`src/hdl/jts_pkg.sv`:
```
package jts_pkg;

	localparam int MAX_JOBS_DEF  = 16;
	localparam int TIME_BITS_DEF = 16;

	localparam int MODE_W   = 2;
	localparam int FIELD_W  = 16;
	localparam int SLOT_W   = 4;
	localparam int NOW_W    = 32;
	localparam int POLICY_W = 2;

	// Command codes carried in the mode field.
	localparam logic [MODE_W-1:0] MODE_CLEAR = 2'd0;
	localparam logic [MODE_W-1:0] MODE_LOAD  = 2'd1;
	localparam logic [MODE_W-1:0] MODE_TICK  = 2'd2;

	// Scheduling policies held in the policy register.
	localparam logic [POLICY_W-1:0] POL_FCFS = 2'd0;
	localparam logic [POLICY_W-1:0] POL_SPN  = 2'd1;
	localparam logic [POLICY_W-1:0] POL_SRT  = 2'd2;
	localparam logic [POLICY_W-1:0] POL_HRRN = 2'd3;

	typedef struct packed {
		logic [MODE_W-1:0]  mode;
		logic [FIELD_W-1:0] arrival;
		logic [FIELD_W-1:0] length;
	} cmd_item_t;

	typedef struct packed {
		logic [SLOT_W-1:0] slot;
		logic              idle;
		logic              finished;
		logic [NOW_W-1:0]  now;
	} res_item_t;

endpackage

```
`src/hdl/jts_ifs.sv`:
```
interface jts_cmd_if;
	logic                  valid;
	logic                  ready;
	jts_pkg::cmd_item_t    data;

	modport source (output valid, output data, input ready);
	modport sink   (input valid, input data, output ready);
endinterface

interface jts_res_if;
	logic                  valid;
	logic                  ready;
	jts_pkg::res_item_t    data;

	modport source (output valid, output data, input ready);
	modport sink   (input valid, input data, output ready);
endinterface

```
`src/hdl/jts_ram.sv`:
```
module jts_ram #(
	parameter int WIDTH = 8,
	parameter int DEPTH = 16
) (
	input  logic                     clk,
	input  logic                     we,
	input  logic [$clog2(DEPTH)-1:0] waddr,
	input  logic [WIDTH-1:0]         wdata,
	input  logic                     re,
	input  logic [$clog2(DEPTH)-1:0] raddr,
	output logic [WIDTH-1:0]         rdata
);

	logic [WIDTH-1:0] mem [DEPTH];

	always_ff @(posedge clk) begin
		if (we) begin
			mem[waddr] <= wdata;
		end
		if (re) begin
			rdata <= mem[raddr];
		end
	end

endmodule

```
`src/hdl/job_table_tick_scheduler_core.sv`:
```
// Clear and load beats stay in idle; the next command beat is taken in the cycle after.
// A tick beat runs one scan pass and one read-modify-write pass over the job RAM. The response
// ratio policy adds a compare step for each eligible entry after the first in the scan.
// A tick that finds nothing to run skips the write pass. A running non-preemptive job that is
// still eligible skips the scan.
// The tick result sits in an output register, so a stalled consumer only blocks the next tick.
// Reset (arst_n low) empties the table, zeroes time and selects first come first served.
module job_table_tick_scheduler_core #(
	parameter int MAX_JOBS  = jts_pkg::MAX_JOBS_DEF,
	parameter int TIME_BITS = jts_pkg::TIME_BITS_DEF
) (
	input  logic                          clk,
	input  logic                          arst_n,
	input  logic                          cfg_we,
	input  logic [jts_pkg::POLICY_W-1:0]  cfg_wdata,
	jts_cmd_if.sink                       cmd,
	jts_res_if.source                     res
);

	import jts_pkg::*;

	localparam int TB    = TIME_BITS;
	localparam int IDX_W = $clog2(MAX_JOBS);
	localparam int CNT_W = $clog2(MAX_JOBS + 1);
	localparam int ENT_W = 4 * TB;
	// Width of one side of the cross-multiplied ratio compare: (waited + length) * length.
	localparam int PW    = 2 * TB + 1;

	// Sequencer states.
	localparam int ST_W = 4;
	localparam logic [ST_W-1:0] ST_IDLE   = 4'd0;
	localparam logic [ST_W-1:0] ST_RUNCHK = 4'd1;
	localparam logic [ST_W-1:0] ST_SRD    = 4'd2;
	localparam logic [ST_W-1:0] ST_SCMP   = 4'd3;
	localparam logic [ST_W-1:0] ST_SHR    = 4'd4;
	localparam logic [ST_W-1:0] ST_URD    = 4'd5;
	localparam logic [ST_W-1:0] ST_UWR    = 4'd6;
	localparam logic [ST_W-1:0] ST_DONE   = 4'd7;

	logic [ST_W-1:0]      state_q;
	logic [CNT_W-1:0]     job_cnt_q;
	logic [CNT_W-1:0]     idx_q;
	logic [NOW_W-1:0]     clock_q;
	logic [IDX_W-1:0]     run_slot_q;
	logic                 run_valid_q;
	logic [IDX_W-1:0]     pick_q;
	logic                 found_q;
	logic                 done_q;
	logic [POLICY_W-1:0]  policy_q;
	logic                 out_valid_q;
	res_item_t            out_data_q;

	// The candidate that currently wins the scan.
	logic [TB-1:0]        best_arr_q;
	logic [TB-1:0]        best_len_q;
	logic [TB-1:0]        best_left_q;
	logic [TB-1:0]        best_wait_q;
	logic [PW-1:0]        prod_a_q;
	logic [PW-1:0]        prod_b_q;

	// Job RAM ports. One entry packs arrival, length, time left and time waited.
	logic                 rd_en;
	logic [IDX_W-1:0]     rd_addr;
	logic [ENT_W-1:0]     rd_data;
	logic                 wr_en;
	logic [IDX_W-1:0]     wr_addr;
	logic [ENT_W-1:0]     wr_data;

	logic [TB-1:0]        q_arr;
	logic [TB-1:0]        q_len;
	logic [TB-1:0]        q_left;
	logic [TB-1:0]        q_wait;
	logic [TB-1:0]        left_dec;
	logic [TB-1:0]        wait_next;
	logic [TB+1-1:0]      q_sum;
	logic [TB+1-1:0]      best_sum;
	logic                 q_elig;
	logic                 better_simple;
	logic                 scan_end;
	logic                 run_in_table;
	logic                 is_pick;
	logic                 table_full;
	logic                 cmd_fire;
	logic                 out_load;

	jts_ram #(
		.WIDTH (ENT_W),
		.DEPTH (MAX_JOBS)
	) u_job_ram (
		.clk   (clk),
		.we    (wr_en),
		.waddr (wr_addr),
		.wdata (wr_data),
		.re    (rd_en),
		.raddr (rd_addr),
		.rdata (rd_data)
	);

	assign q_arr  = rd_data[3*TB +: TB];
	assign q_len  = rd_data[2*TB +: TB];
	assign q_left = rd_data[TB +: TB];
	assign q_wait = rd_data[0 +: TB];

	// A job may run once it has arrived and still needs time. Zero length jobs never qualify.
	assign q_elig = (q_left != '0) && (NOW_W'(q_arr) <= clock_q);

	assign scan_end     = (idx_q == job_cnt_q);
	assign run_in_table = (CNT_W'(run_slot_q) < job_cnt_q);
	assign is_pick      = (idx_q[IDX_W-1:0] == pick_q);
	assign table_full   = (job_cnt_q == CNT_W'(MAX_JOBS));
	assign left_dec     = q_left - TB'(1);

	// Waiting time saturates at the all-ones value of the time field.
	assign wait_next = (!is_pick && q_elig && (q_wait != '1)) ? q_wait + TB'(1) : q_wait;

	assign q_sum    = (TB+1)'(q_wait) + (TB+1)'(q_len);
	assign best_sum = (TB+1)'(best_wait_q) + (TB+1)'(best_len_q);

	// Strict preference of the entry on the read port over the current best. Ties keep the
	// earlier entry, which is the lower index because the scan runs upward.
	always_comb begin
		case (policy_q)
			POL_FCFS: better_simple = (q_arr < best_arr_q);
			POL_SPN:  better_simple = (q_len < best_len_q);
			POL_SRT:  better_simple = (q_left < best_left_q);
			default:  better_simple = 1'b0;
		endcase
	end

	assign cmd_fire  = cmd.valid && cmd.ready;
	assign cmd.ready = (state_q == ST_IDLE);
	assign out_load  = (state_q == ST_DONE) && (!out_valid_q || res.ready);

	// Read port: the running job's entry as a tick starts, then one entry per pass step.
	always_comb begin
		rd_en   = 1'b0;
		rd_addr = idx_q[IDX_W-1:0];
		case (state_q)
			ST_IDLE: begin
				rd_en   = cmd_fire && (cmd.data.mode == MODE_TICK);
				rd_addr = run_slot_q;
			end
			ST_SRD, ST_URD: begin
				rd_en = !scan_end;
			end
			default: begin
				rd_en = 1'b0;
			end
		endcase
	end

	// Write port: a load appends at the fill count; the update pass writes back updated entries.
	always_comb begin
		wr_en   = 1'b0;
		wr_addr = idx_q[IDX_W-1:0];
		wr_data = {q_arr, q_len, is_pick ? left_dec : q_left, wait_next};
		case (state_q)
			ST_IDLE: begin
				wr_en   = cmd_fire && (cmd.data.mode == MODE_LOAD) && !table_full;
				wr_addr = job_cnt_q[IDX_W-1:0];
				wr_data = {TB'(cmd.data.arrival), TB'(cmd.data.length),
				           TB'(cmd.data.length), TB'(0)};
			end
			ST_UWR: begin
				wr_en = 1'b1;
			end
			default: begin
				wr_en = 1'b0;
			end
		endcase
	end

	always_ff @(posedge clk or negedge arst_n) begin
		if (!arst_n) begin
			state_q     <= ST_IDLE;
			job_cnt_q   <= '0;
			idx_q       <= '0;
			clock_q     <= '0;
			run_slot_q  <= '0;
			run_valid_q <= 1'b0;
			pick_q      <= '0;
			found_q     <= 1'b0;
			done_q      <= 1'b0;
			policy_q    <= POL_FCFS;
			out_valid_q <= 1'b0;
		end else begin
			if (cfg_we) begin
				policy_q <= cfg_wdata;
			end

			if (out_load) begin
				out_valid_q <= 1'b1;
			end else if (res.ready) begin
				out_valid_q <= 1'b0;
			end

			case (state_q)
				ST_IDLE: begin
					if (cmd_fire) begin
						case (cmd.data.mode)
							MODE_CLEAR: begin
								job_cnt_q   <= '0;
								clock_q     <= '0;
								run_slot_q  <= '0;
								run_valid_q <= 1'b0;
							end
							MODE_LOAD: begin
								if (!table_full) begin
									job_cnt_q <= job_cnt_q + CNT_W'(1);
								end
							end
							MODE_TICK: begin
								found_q <= 1'b0;
								done_q  <= 1'b0;
								idx_q   <= '0;
								pick_q  <= '0;
								// A job chosen under a non-preemptive policy keeps the CPU.
								if ((policy_q != POL_SRT) && run_valid_q) begin
									state_q <= ST_RUNCHK;
								end else begin
									state_q <= ST_SRD;
								end
							end
							default: begin
							end
						endcase
					end
				end
				ST_RUNCHK: begin
					if (run_in_table && q_elig) begin
						found_q <= 1'b1;
						pick_q  <= run_slot_q;
						state_q <= ST_URD;
					end else begin
						state_q <= ST_SRD;
					end
				end
				ST_SRD: begin
					if (scan_end) begin
						idx_q   <= '0;
						state_q <= found_q ? ST_URD : ST_DONE;
					end else begin
						state_q <= ST_SCMP;
					end
				end
				ST_SCMP: begin
					if (q_elig && found_q && (policy_q == POL_HRRN)) begin
						state_q <= ST_SHR;
					end else begin
						if (q_elig && (!found_q || better_simple)) begin
							found_q <= 1'b1;
							pick_q  <= idx_q[IDX_W-1:0];
						end
						idx_q   <= idx_q + CNT_W'(1);
						state_q <= ST_SRD;
					end
				end
				ST_SHR: begin
					if (prod_a_q > prod_b_q) begin
						pick_q <= idx_q[IDX_W-1:0];
					end
					idx_q   <= idx_q + CNT_W'(1);
					state_q <= ST_SRD;
				end
				ST_URD: begin
					state_q <= scan_end ? ST_DONE : ST_UWR;
				end
				ST_UWR: begin
					if (is_pick) begin
						done_q <= (left_dec == '0);
					end
					idx_q   <= idx_q + CNT_W'(1);
					state_q <= ST_URD;
				end
				ST_DONE: begin
					if (out_load) begin
						clock_q     <= clock_q + NOW_W'(1);
						run_slot_q  <= found_q ? pick_q : '0;
						run_valid_q <= found_q && !done_q;
						state_q     <= ST_IDLE;
					end
				end
				default: begin
					state_q <= ST_IDLE;
				end
			endcase
		end
	end

	// Payload registers: the scan's best candidate, the ratio products and the result beat.
	always_ff @(posedge clk) begin
		if (state_q == ST_SCMP) begin
			// Response ratio compare by cross multiplication, registered before the compare.
			prod_a_q <= PW'(q_sum) * PW'(best_len_q);
			prod_b_q <= PW'(best_sum) * PW'(q_len);
			if (q_elig && (!found_q || better_simple)) begin
				best_arr_q  <= q_arr;
				best_len_q  <= q_len;
				best_left_q <= q_left;
				best_wait_q <= q_wait;
			end
		end
		if ((state_q == ST_SHR) && (prod_a_q > prod_b_q)) begin
			best_arr_q  <= q_arr;
			best_len_q  <= q_len;
			best_left_q <= q_left;
			best_wait_q <= q_wait;
		end
		if (out_load) begin
			out_data_q.slot     <= found_q ? SLOT_W'(pick_q) : '0;
			out_data_q.idle     <= !found_q;
			out_data_q.finished <= found_q && done_q;
			out_data_q.now      <= clock_q;
		end
	end

	assign res.valid = out_valid_q;
	assign res.data  = out_data_q;

	a_write_phase: assert property (@(posedge clk) disable iff (!arst_n)
		wr_en |-> ((state_q == ST_IDLE) || (state_q == ST_UWR)))
		else $error("job RAM written outside a load or the update pass");

	a_count_bound: assert property (@(posedge clk) disable iff (!arst_n)
		job_cnt_q <= CNT_W'(MAX_JOBS))
		else $error("job count beyond table depth");

	a_running_loaded: assert property (@(posedge clk) disable iff (!arst_n)
		run_valid_q |-> run_in_table)
		else $error("running job outside the loaded part of the table");

	a_done_needs_pick: assert property (@(posedge clk) disable iff (!arst_n)
		((state_q == ST_DONE) && done_q) |-> found_q)
		else $error("completion flagged without a chosen job");

	a_ratio_step: assert property (@(posedge clk) disable iff (!arst_n)
		(state_q == ST_SHR) |-> ((policy_q == POL_HRRN) && found_q))
		else $error("ratio compare step entered without a candidate");

	a_tick_result: assert property (@(posedge clk) disable iff (!arst_n)
		out_load |=> (out_valid_q && (state_q == ST_IDLE)))
		else $error("result beat not presented after a tick");

endmodule
```
`src/flat_wrapper.sv`:
```
// flat-port wrapper written by rule: the top's interface ports become plain ports
module job_table_tick_scheduler_core_flat import jts_pkg::*;
#(
	parameter int MAX_JOBS  = jts_pkg::MAX_JOBS_DEF,
	parameter int TIME_BITS = jts_pkg::TIME_BITS_DEF
)
  (clk, arst_n, cfg_we, cfg_wdata, cmd_valid, cmd_data, cmd_ready, res_valid, res_data, res_ready);
  jts_cmd_if cmd_i ();
  jts_res_if res_i ();
  input  logic clk;
  input  logic arst_n;
  input  logic cfg_we;
  input  logic [jts_pkg::POLICY_W-1:0] cfg_wdata;
  input wire logic [$bits(cmd_i.valid)-1:0] cmd_valid;
  input wire logic [$bits(cmd_i.data)-1:0] cmd_data;
  output wire logic [$bits(cmd_i.ready)-1:0] cmd_ready;
  output wire logic [$bits(res_i.valid)-1:0] res_valid;
  output wire logic [$bits(res_i.data)-1:0] res_data;
  input wire logic [$bits(res_i.ready)-1:0] res_ready;
  assign cmd_i.valid = cmd_valid;
  assign cmd_i.data = cmd_data;
  assign cmd_ready = cmd_i.ready;
  assign res_valid = res_i.valid;
  assign res_data = res_i.data;
  assign res_i.ready = res_ready;
  job_table_tick_scheduler_core #(.MAX_JOBS(MAX_JOBS), .TIME_BITS(TIME_BITS)) u_core (.clk(clk), .arst_n(arst_n), .cfg_we(cfg_we), .cfg_wdata(cfg_wdata), .cmd(cmd_i), .res(res_i));
endmodule
```
`config.mk`:
```
export PLATFORM = sky130hd
export DESIGN_NAME = job_table_tick_scheduler_core_flat
export DESIGN_NICKNAME = d
export VERILOG_FILES = /design/src/hdl/jts_pkg.sv /design/src/hdl/jts_ifs.sv /design/src/hdl/jts_ram.sv /design/src/hdl/job_table_tick_scheduler_core.sv /design/src/flat_wrapper.sv
export SDC_FILE = /design/constraint.sdc
export NUM_CORES = 2
export LEC_CHECK = 0
export ABC_AREA = 1
export BUFFER_PORTS_ARGS = -buffer_cell sky130_fd_sc_hd__buf_2
export CORE_ASPECT_RATIO = 0.5
export CORE_MARGIN = 3
export CORE_UTILIZATION = 55
export DETAILED_ROUTE_END_ITERATION = 8
export PLACE_DENSITY = 0.71
export SETUP_SLACK_MARGIN = 0.2
export SLEW_MARGIN = 0
export SYNTH_ARGS = -nofsm -noshare
export SYNTH_HDL_FRONTEND = slang
export SYNTH_SLANG_ARGS = --single-unit
```
`constraint.sdc`:
```
create_clock -name clk -period 22.1 [get_ports clk]
set_clock_uncertainty 0.2 [all_clocks]
set_input_delay 5.525 -clock clk [delete_from_list [all_inputs] [get_ports clk]]
set_output_delay 5.525 -clock clk [all_outputs]
set_load 0.01 [all_outputs]
```
==> results by group <==
Outcome
  – Outcome: complete, but fails checks
  – Violated checks: max-capacitance violations, max-slew violations

Cells and area
  – Final net count: 7522
  – Ratio of cells with drive above 1 in the final layout: 6.39%
  – Multi-input gate area in the final layout: 30000 µm²
  – # fillers: 10500
  – Storage element area: 39200 µm²
  – Post-route cell area: 79300 µm²
  – Area overhead of the layout relative to synthesis: 7.88%

Setup path
  – Data arrival at the endpoint of the critical path: 8970 ps
  – Capture point of the critical path: u_core.prod_b_q[28]
  – Worst R2R Setup Slack: 13390 ps
  – Cells on worst reg2reg path: 30
  – Required time of the critical path: 22360 ps
  – Worst stage delay on the critical path: 950 ps
  – Worst Path Class, Setup: flip-flop to flip-flop
  – Cell with the biggest individual delay on the critical path: sky130_fd_sc_hd__xor2_1
  – Crit-path max FO: 13
  – Capturing point of the worst reg2reg path: u_core.prod_b_q[28]
  – Endpoint kind of the worst setup timing path: flip-flop
  – Crit path launch: u_core.best_len_q[2]
  – Launching point of the worst reg2reg path: u_core.best_len_q[2]
  – Top cell by count, worst path: sky130_fd_sc_hd__fa_1
  – Kind of launch point of the worst setup path: flip-flop

Synthesis
  – Synthesized netlist cell count: 6722
  – Number of synthesized flops with an enable pin: 1256
  – Area share of the leading cell type in the synthesized netlist: 51.3%
  – Net Count, Synth: 7527
  – Flip-flop and latch count after synthesis: 1315
  – Leading post-synthesis cells by instance count: 1256 x sky130_fd_sc_hd__edfxtp_1, 937 x sky130_fd_sc_hd__nor2_1, 837 x sky130_fd_sc_hd__inv_1
  – Part of the Yosys area used for sequential elements: 53.3%
  – Most used flip-flop cell after synthesis: sky130_fd_sc_hd__edfxtp_1
  – Average instance area after synthesis: 10.9 µm²
  – Number of distinct standard cells referenced by the synthesized netlist: 55
  – Most frequently used cell type in the post-synthesis netlist: sky130_fd_sc_hd__edfxtp_1
  – Top post-synthesis cells by area: sky130_fd_sc_hd__edfxtp_1 51%, sky130_fd_sc_hd__fa_1 11%, sky130_fd_sc_hd__ha_1 5.9%
  – Library cell occupying the most area in the post-synthesis netlist: sky130_fd_sc_hd__edfxtp_1
  – Yosys warnings: 0
  – Mapped cell area: 73500 µm²
  – Share of synthesized registers carrying an async set or reset: 4.49%

Clock network
  – H-tree Lvls: 3
  – Clock root buffer: sky130_fd_sc_hd__clkbuf_16
  – Total CTS buffers: 111
  – Number of clock sinks: 1315
  – Worst-skew pair later-pin latency: 770 ps
  – Worst-path clk slew: 70 ps
  – Clock tree from TritonCTS: yes
  – Setup fix buffers added after clock tree synthesis: 0
  – Clock tree buffer depth: 3
  – Hold buffer count at CTS: 0
  – Resized Gates After CTS: 0

Floorplanning
  – Floorplan die width: 523 µm
  – Row Count: 94
  – DIE AREA: 138000 µm²
  – Starting density of the core: 55.6%
  – Core footprint: 132000 µm²
  – Chip height: 264 µm
  – Io pins: 81

Route
  – Residual DRC: 0
  – Number of DRC markers after the initial detailed-route iteration: 6888
  – Number of routed nets with antenna violations: 0
  – Mean number of vias per cell: 6.04
  – Total via count after detailed routing: 51900
  – Detailed-route wire length per cell: 23.6 µm
  – Number of search-and-repair iterations in the first detailed-routing pass: 6
  – Final routed wirelength across all metal layers: 203000 µm

Placed design
  – Placed Instance Area: 75800 µm²
  – DP Wirelength: 132000 µm
  – Routability congestion estimate from global placement: 0.960
  – Count of input and output buffers: 80

STA
  – Final worst-path cycle share: 39.4%
  – RSZ-0062 raised after global routing: false
  – Final hold violation count: 0
  – Final max-slew violation count: 17
  – Measured slew at the worst slew-check pin: 1520 ps
  – Remaining max-slew budget at the tightest pin: -1.94%
  – Fin Setup TNS: 0 ps
  – F_max: 115 MHz
  – Setup Viol. Count Final: 0
  – Clock period minus final worst setup slack: 8710 ps

Min path
  – Hold Crit Class: flip-flop to flip-flop

GRT
  – Number of global-route vias before repair: 51400
  – Leftover overflow at the end of global routing: 0
  – Total global routing track utilization: 29.2%
  – Number of antenna violations at the first check in global routing: 6
  – Pin count of the biggest net entering global routing: 231
  – Global-route wire length before repair: 310000 µm

Flow run
  – Max-Cap Viols: 1
-- flip-flops by register name, summed over array words and instances (netlist names), 2 cells and up --
signal                  flops
u_core.best_arr_q          16
u_core.best_left_q         16
u_core.best_len_q          16
u_core.best_wait_q         16
u_core.clock_q             32
u_core.idx_q                5
u_core.job_cnt_q            5
u_core.pick_q               4
u_core.policy_q             2
u_core.prod_a_q            33
u_core.prod_b_q            33
u_core.res.data            38
u_core.run_slot_q           4
u_core.state_q              3
u_core.u_job_ram.mem     1024
u_core.u_job_ram.rdata     64
-- metrics by stage --
step / hold WS [ps] / setup WS [ps] / utilization [%] / cells
6_report: 247 / 13390 / 60.0 / 8586
5_1_grt: 260 / 12980 / 60.0 / 8584
4_1_cts: 253 / 13530 / 60.0 / 8584
3_5_place_dp: 235 / 13010 / 57.4 / 8380
3_3_place_gp: 236 / 13020 / 57.4 / 8380
2_1_floorplan: 223 / 12610 / - / 6722
-- how the worst min path moves through the flow --
| stage | cells after the start | slack, ps | startpoint | end |
|---|---|---|---|---|
| floorplan | 0 | 220 | u_core.clock_q[20] | u_core.res.data[20] |
| global placement | 0 | 240 | u_core.clock_q[31] | u_core.res.data[31] |
| detailed placement | 0 | 230 | u_core.clock_q[31] | u_core.res.data[31] |
| CTS | 0 | 250 | u_core.clock_q[31] | u_core.res.data[31] |
| global route | 0 | 260 | u_core.clock_q[31] | u_core.res.data[31] |
| finish | 0 | 250 | u_core.clock_q[31] | u_core.res.data[31] |
-- metal layers --
metal	track usage [%]	part of all wire [%]	vias to the layer above
li1	-	-	23100
met1	42.7	41	25700
met2	44.3	45	2710
met3	6.89	12	350
met4	7.36	2.4	6
met5	0	0.023	-
-- layout by cell type, fill, tap and decap left out, types with 5 or more instances in the layout --
master                         n
sky130_fd_sc_hd__nand4_1      46
sky130_fd_sc_hd__o211ai_1     29
sky130_fd_sc_hd__ha_1        346
sky130_fd_sc_hd__edfxtp_1   1256
sky130_fd_sc_hd__nor3_1       47
sky130_fd_sc_hd__clkbuf_1     32
sky130_fd_sc_hd__a211oi_1      8
sky130_fd_sc_hd__clkbuf_16   112
sky130_fd_sc_hd__o22ai_1      37
sky130_fd_sc_hd__clkinv_2     18
sky130_fd_sc_hd__nor2_4       20
sky130_fd_sc_hd__fa_1        418
sky130_fd_sc_hd__dfrtp_1      59
sky130_fd_sc_hd__or2_2        46
sky130_fd_sc_hd__nand2_1     819
sky130_fd_sc_hd__buf_4        89
sky130_fd_sc_hd__inv_1       835
sky130_fd_sc_hd__nand3b_1      5
sky130_fd_sc_hd__xor2_1       62
sky130_fd_sc_hd__a31oi_1       8
sky130_fd_sc_hd__nor4_1       11
sky130_fd_sc_hd__clkinv_16     5
sky130_fd_sc_hd__nand3_1     251
sky130_fd_sc_hd__o21ai_1     298
sky130_fd_sc_hd__o21ai_0     349
sky130_fd_sc_hd__a21o_1       26
sky130_fd_sc_hd__nor2_1      921
sky130_fd_sc_hd__xnor2_1      36
sky130_fd_sc_hd__nor2_2        7
sky130_fd_sc_hd__buf_2        80
sky130_fd_sc_hd__o21bai_1      7
sky130_fd_sc_hd__nand2_2       6
sky130_fd_sc_hd__o221ai_1    234
sky130_fd_sc_hd__a21oi_1     180
sky130_fd_sc_hd__inv_2         6
sky130_fd_sc_hd__clkinv_1     32
-- critical path: cells and delay by family (launching register included) --
kind / cells / cell delay (ps)
flops: 1 / 620
simple gates: 9 / 1060
buf+inv: 6 / 510
fa+ha+maj: 8 / 3710
xor+xnor: 1 / 950
compound gates: 6 / 1400
-- cell families (layout without fill, tap and decap cells) --
kind of cell	after synthesis	count (layout)	synth area share (%)
XOR/XNOR	99	99	1.18
adder cells (fa/ha/maj)	764	764	17.3
flip-flops	1315	1315	53.3
other	0	2	0
buffers and inverters	1144	1230	6.04
AND/OR/NAND/NOR	2198	2198	12.3
AO/OA/AOI/OAI	1202	1202	9.82
-- layout make-up --
| type | count | area share [%] |
|---|---|---|
| Sequential cell | 1315 | 49.4 |
| Multi-Input combinational cell | 4263 | 37.9 |
| Inverter | 853 | 4.07 |
| Clock buffer | 144 | 3.69 |
| Tap cell | 1776 | 2.80 |
| Timing Repair Buffer | 173 | 1.45 |
| Clock inverter | 60 | 0.657 |
| Antenna cell | 2 | 0.00631 |
Power is left out: the tool's default activity adds up to more than one toggle a clock period on the data nets, which glitch-free logic cannot reach.
